[config.mk]
export PLATFORM = sky130hd
export DESIGN_NAME = kwm_ctrl
export DESIGN_NICKNAME = d
export VERILOG_FILES = /design/src/rtl/assert_macros.svh /design/src/rtl/kwm_pkg.sv /design/src/rtl/kwm_ctrl.sv
export SDC_FILE = /design/constraint.sdc
export NUM_CORES = 1
export LEC_CHECK = 0
export ABC_AREA = 0
export BUFFER_PORTS_ARGS = -buffer_cell sky130_fd_sc_hd__buf_4
export CAP_MARGIN = 0
export CELL_PAD_IN_SITES_DETAIL_PLACEMENT = 1
export CELL_PAD_IN_SITES_GLOBAL_PLACEMENT = 1
export CORE_AREA = 2 2 39 41
export DETAILED_ROUTE_END_ITERATION = 12
export DIE_AREA = 0 0 41 43
export PLACE_DENSITY = 0.52
export REMOVE_ABC_BUFFERS = 1
export SYNTH_ARGS = -nofsm -noshare
export SYNTH_HDL_FRONTEND = slang
export SYNTH_SLANG_ARGS = --single-unit
[constraint.sdc]
create_clock -name clk -period 1.3 [get_ports clk]
set_clock_uncertainty 0.15 [all_clocks]
set_input_delay 0.13 -clock clk [delete_from_list [all_inputs] [get_ports clk]]
set_output_delay 0.13 -clock clk [all_outputs]
set_load 0.03 [all_outputs]
[src/rtl/assert_macros.svh]
// Assertion macros shared by the RTL files of the merge unit.
`ifndef ASSERT_MACROS_SVH
`define ASSERT_MACROS_SVH

`ifndef SYNTH

// Condition holds at every clock edge outside reset.
`define KWM_ASSERT_ALWAYS(lbl, clk, rstn, cond) \
    lbl: assert property (@(posedge clk) disable iff (!rstn) (cond)) \
        else $error("%m: assertion failed");

// Consequent holds in the same cycle as the antecedent.
`define KWM_ASSERT_SAME(lbl, clk, rstn, ante, cons) \
    lbl: assert property (@(posedge clk) disable iff (!rstn) (ante) |-> (cons)) \
        else $error("%m: assertion failed");

// Consequent holds in the cycle after the antecedent.
`define KWM_ASSERT_NEXT(lbl, clk, rstn, ante, cons) \
    lbl: assert property (@(posedge clk) disable iff (!rstn) (ante) |=> (cons)) \
        else $error("%m: assertion failed");

`else

`define KWM_ASSERT_ALWAYS(lbl, clk, rstn, cond)
`define KWM_ASSERT_SAME(lbl, clk, rstn, ante, cons)
`define KWM_ASSERT_NEXT(lbl, clk, rstn, ante, cons)

`endif

`endif

[src/rtl/kwm_pkg.sv]
// Shared constants, codes and control/status types of the merge unit.
package kwm_pkg;

    localparam int VALUE_W        = 32;
    localparam int ACTION_W       = 2;
    localparam int LIST_IDX_W     = 3;
    localparam int STATUS_W       = 2;

    localparam int NUM_LISTS_DEF  = 8;
    localparam int LIST_DEPTH_DEF = 64;

    localparam logic [ACTION_W-1:0] ACT_CLEAR  = 2'd0;
    localparam logic [ACTION_W-1:0] ACT_APPEND = 2'd1;
    localparam logic [ACTION_W-1:0] ACT_TAKE   = 2'd2;

    localparam logic [STATUS_W-1:0] ST_DONE  = 2'd0;
    localparam logic [STATUS_W-1:0] ST_TAKEN = 2'd1;
    localparam logic [STATUS_W-1:0] ST_EMPTY = 2'd2;
    localparam logic [STATUS_W-1:0] ST_FULL  = 2'd3;

    // Controller to datapath
    typedef struct packed {
        logic latch;
        logic exec;
        logic scan_step;
        logic drain;
        logic load_out;
    } kwm_cmd_t;

    // Datapath to controller
    typedef struct packed {
        logic is_take;
        logic scan_last;
        logic out_free;
    } kwm_stat_t;

endpackage

[src/rtl/kwm_ctrl.sv]
// Sequencing state machine of the merge unit.
module kwm_ctrl (
    input  logic              clk,
    input  logic              rst_n,
    input  logic              req_valid,
    output logic              req_ready,
    input  kwm_pkg::kwm_stat_t stat,
    output kwm_pkg::kwm_cmd_t  cmd
);

    localparam logic [2:0] S_IDLE  = 3'd0;
    localparam logic [2:0] S_EXEC  = 3'd1;
    localparam logic [2:0] S_SCAN  = 3'd2;
    localparam logic [2:0] S_DRAIN = 3'd3;
    localparam logic [2:0] S_EMIT  = 3'd4;

    logic [2:0] state_reg;
    logic [2:0] state_next;

    always_comb
    begin
        cmd        = '0;
        state_next = state_reg;
        req_ready  = (state_reg == S_IDLE);
        unique case (state_reg)
            S_IDLE:
            begin
                if (req_valid)
                begin
                    cmd.latch  = 1'b1;
                    state_next = S_EXEC;
                end
            end
            S_EXEC:
            begin
                cmd.exec   = 1'b1;
                state_next = stat.is_take ? S_SCAN : S_EMIT;
            end
            S_SCAN:
            begin
                cmd.scan_step = 1'b1;
                if (stat.scan_last)
                begin
                    state_next = S_DRAIN;
                end
            end
            S_DRAIN:
            begin
                cmd.drain  = 1'b1;
                state_next = S_EMIT;
            end
            S_EMIT:
            begin
                if (stat.out_free)
                begin
                    cmd.load_out = 1'b1;
                    state_next   = S_IDLE;
                end
            end
            default:
            begin
                state_next = S_IDLE;
            end
        endcase
    end

    always_ff @(posedge clk or negedge rst_n)
    begin
        if (!rst_n)
        begin
            state_reg <= S_IDLE;
        end
        else
        begin
            state_reg <= state_next;
        end
    end

endmodule

After elaboration in Yosys (flattened, before gate mapping). Index checks and enable logic that the tools add are counted.

Input bits: 6. Output and inout bits: 6. Flip-flop bits (word level): 3. Logic and storage cells: 22.

Reduce and logical (&&, ||, !) cells: 2. Equal/unequal tests: 7. Muxes and demuxes: 12.

Operators by type and width (number): $pmux 3 s5 (1); $mux 3 (4); $mux 1 (7); $eq 3x2->1 const B (2); $ne 2x2->1 const B (3); $eq 3x1->1 const B (1); $eq 3x3->1 const B (1); $logic_not 3->1 (1); $reduce_and 3->1 (1).

Logic depth before layout (Yosys ltp).
Depth in word-level cells: 3. Mapped depth: 3. Mapped depth without buffers: 2.

Worst setup path after synthesis. No wires, ideal clock.

Path kind: reg-to-output. Start: register state_reg[1]. End: output port cmd[4] in the netlist's numbering. Arrival time: 1.610 ns. Stages on the path, launching flop included: 4. Setup slack: -0.590 ns. Path through: dfrtp_1 buf_6 nor3_1 and2_1.

RTL lines: from (decl) (line kwm_ctrl.sv:17) `logic [2:0] state_reg;`; from (signal assigned) (line kwm_ctrl.sv:75) `state_reg <= state_next;`; to (decl) (line kwm_ctrl.sv:8) `output kwm_pkg::kwm_cmd_t cmd`.

==> reports/qor.txt <==
Net count reported at finish: 46
DR WL/cell: 11.8 µm
Number of flip-flops in the largest register: 3
GRT Residual Overflow: 0
R2R Setup Slk: -0.08 ns
Worst EP arrival: 1.19 ns
FF-to-FF Start: state_reg[0]
TNS Setup: -0.924 ns
Pin count of the biggest net entering global routing: 9
WHS Endpoint: state_reg[2]
Vias in the first global route: 238
Crit Path Max Fanout: 7
TritonCTS Sinks: 3
Most common cell after layout, fill and taps aside: buf_4
Total number of vias: 225
Port-buffer cells: 11
Crit path capture type: output port
Starting Density: 13.2%
Post-detail-place hpwl: 409 µm
Synth unique cells: 14
CTS tree: done
Fin worst setup slack: -0.167 ns
Routed WL: 647 µm
Total track usage: 10.3%
Fillers: 166
Leading cell types in the layout, fill and taps excluded: 12 x buf_4, 5 x buf_6, 3 x clkbuf_4, 3 x dfrtp_2
Cells after Synth: 18
#FFs+latches synth: 3
H-tree levels: 1
Slew margin rel.: 85.7%
R2r endpoint: state_reg[2]
Die ar.: 1760 µm²
WHS Path Cells: 3
# IOs: 12
CTS Root Cell: clkbuf_4
Number of max-slew violations in the final report: 0
R2R cell count: 3
Cts bufs inserted: 3
Hold Fails Final Rpt: 0
Vias per cell: 4.09
# setup viols final: 7
Row count: 14
Global-route wire length before repair: 1.10 mm
Yosys warnings: 0
Critical path required time: 1.02 ns
RSZ-0062 raised after global routing: yes
Core Footprint: 1380 µm²
Leakage: 0.190 nW
Final Critical Period: 1.47 ns
Fin crit share: 113%
GP Congestion: 0.647
Post-route cell area: 412 µm²
Initial antenna violation count: 0
Drt drc: 0
Failing checks: negative setup slack
Die span in x: 41 µm
Max VDD drop: 0.977 mV
Crit Path Category: flip-flop to output port
PD cells: 2780 nW/µm²
Worst hold path startpoint: stat[0]
Sequential area share after synthesis: 41.1%
Layout area overhead: 125%
Clk buf depth: 2
Max Clock Freq: 681 MHz
Synth Cell Area: 183 µm²
Register area: 78.8 µm²
CP Launch Type: flip-flop
Slew @ Worst Pin: 0.214 ns
Post-DP Area: 282 µm²
Final antenna-violating net count: 0
Footprint of the multi-input gates: 126 µm²
Worst hold path type: primary input to flip-flop
Pre-Repair DR Iteration Count: 2
Outcome: complete, but fails checks
Layout cells sized above 1: 71.8%
Ant diodes: 0
Max Cap Violations: 0
Initial detailed-routing violation count: 3
Die Ht: 43 µm
Synth Area per Inst: 10.1 µm²
Clk Latency, worst-skew pair: 0.23 ns
Reg clk slew, reported paths: 0.04 ns
==> worst max-delay path, stage by stage (launching register included) <==
cell and delay, ns:
dfrtp_2 0.46, nor3_4 0.21, and2_4 0.16, buf_6 0.12
==> power breakdown <==
part | internal [mW] | total, mW | switching [mW]
combinational | 0.382 | 0.711 | 0.329
sequential | 0.145 | 0.264 | 0.119
clock | 0.115 | 0.169 | 0.0537
total | 0.643 | 1.14 | 0.502
==> how the worst max path moves through the flow <==
stage,startpoint,to,slack (ns)
3_3_place_gp,state_reg[1],state_reg[2],0.03
4_1_cts,state_reg[0],cmd[4],-0.18
6_report,state_reg[2],cmd[4],-0.17
5_1_grt,state_reg[2],cmd[4],-0.24
2_1_floorplan,state_reg[1],cmd[4],-0.55
3_5_place_dp,state_reg[2],cmd[0],-0.09
==> cells by family (layout without fill, tap and decap cells) <==
kind of cell / Yosys count / in the layout / synth area share (%)
buffers and inverters: 2 / 23 / 8.22
DFF: 3 / 3 / 41.1
AOI/OAI and AO/OA: 2 / 2 / 7.53
muxes: 1 / 1 / 5.48
and+or+nand+nor: 10 / 10 / 37.7
==> synth_stat cells, drive strengths merged <==
library cell	count	area, µm²
a31o	1	8.76
and2	1	6.26
and3	1	6.26
buf	1	11.3
dfrtp	3	75.1
inv	1	3.75
mux2i	1	10.0
nand2b	1	6.26
nor2b	1	6.26
nor3	2	10.0
nor3b	2	15.0
nor4b	1	8.76
o21ai	1	5.00
or4b	1	10.0
==> timing repair <==
item	4_1_cts	5_1_grt
pin swaps	3	3
setup buffers	1	4
endpoints found under the hold margin	3	0
hold buffers	1	0
endpoints found under the setup margin	6	7
resized for setup	10	7
==> area by class of cell <==
class,count,area share [%]
multi-input combinational,13,30.7
clock buffer,4,6.38
sequential,3,19.1
timing repair buffer,18,38.0
tap,16,4.86
inverter,1,0.912
==> through the flow <==
| step | total power, mW | utilization [%] | setup slack [ns] | hold WS, ns | cells |
|---|---|---|---|---|---|
| after floorplan | 0.492 | - | -0.554 | -0.316 | 17 |
| after global placement | 0.663 | 20.3 | 0.0289 | -0.231 | 45 |
| after detailed placement | 0.685 | 20.3 | -0.0882 | -0.225 | 45 |
| after CTS | 0.950 | 25.3 | -0.184 | 0.00823 | 51 |
| after global routing | 1.24 | 29.7 | -0.237 | 0.0110 | 55 |
| final | 1.14 | 29.7 | -0.167 | 0.0201 | 55 |
==> routing by layer <==
| metal | share of wire (%) | GRT usage (%) | up-vias | routed length, µm |
|---|---|---|---|---|
| met1 | 43 | 12.6 | 106 | 276 |
| met2 | 48 | 12.2 | 12 | 309 |
| met3 | 9.4 | 6.28 | 0 | 61 |
| met4 | 0 | 8.00 | 0 | 0 |
| met5 | 0 | 0 | - | 0 |
| li1 | - | - | 107 | - |
Power figures use the tool's default switching activity.
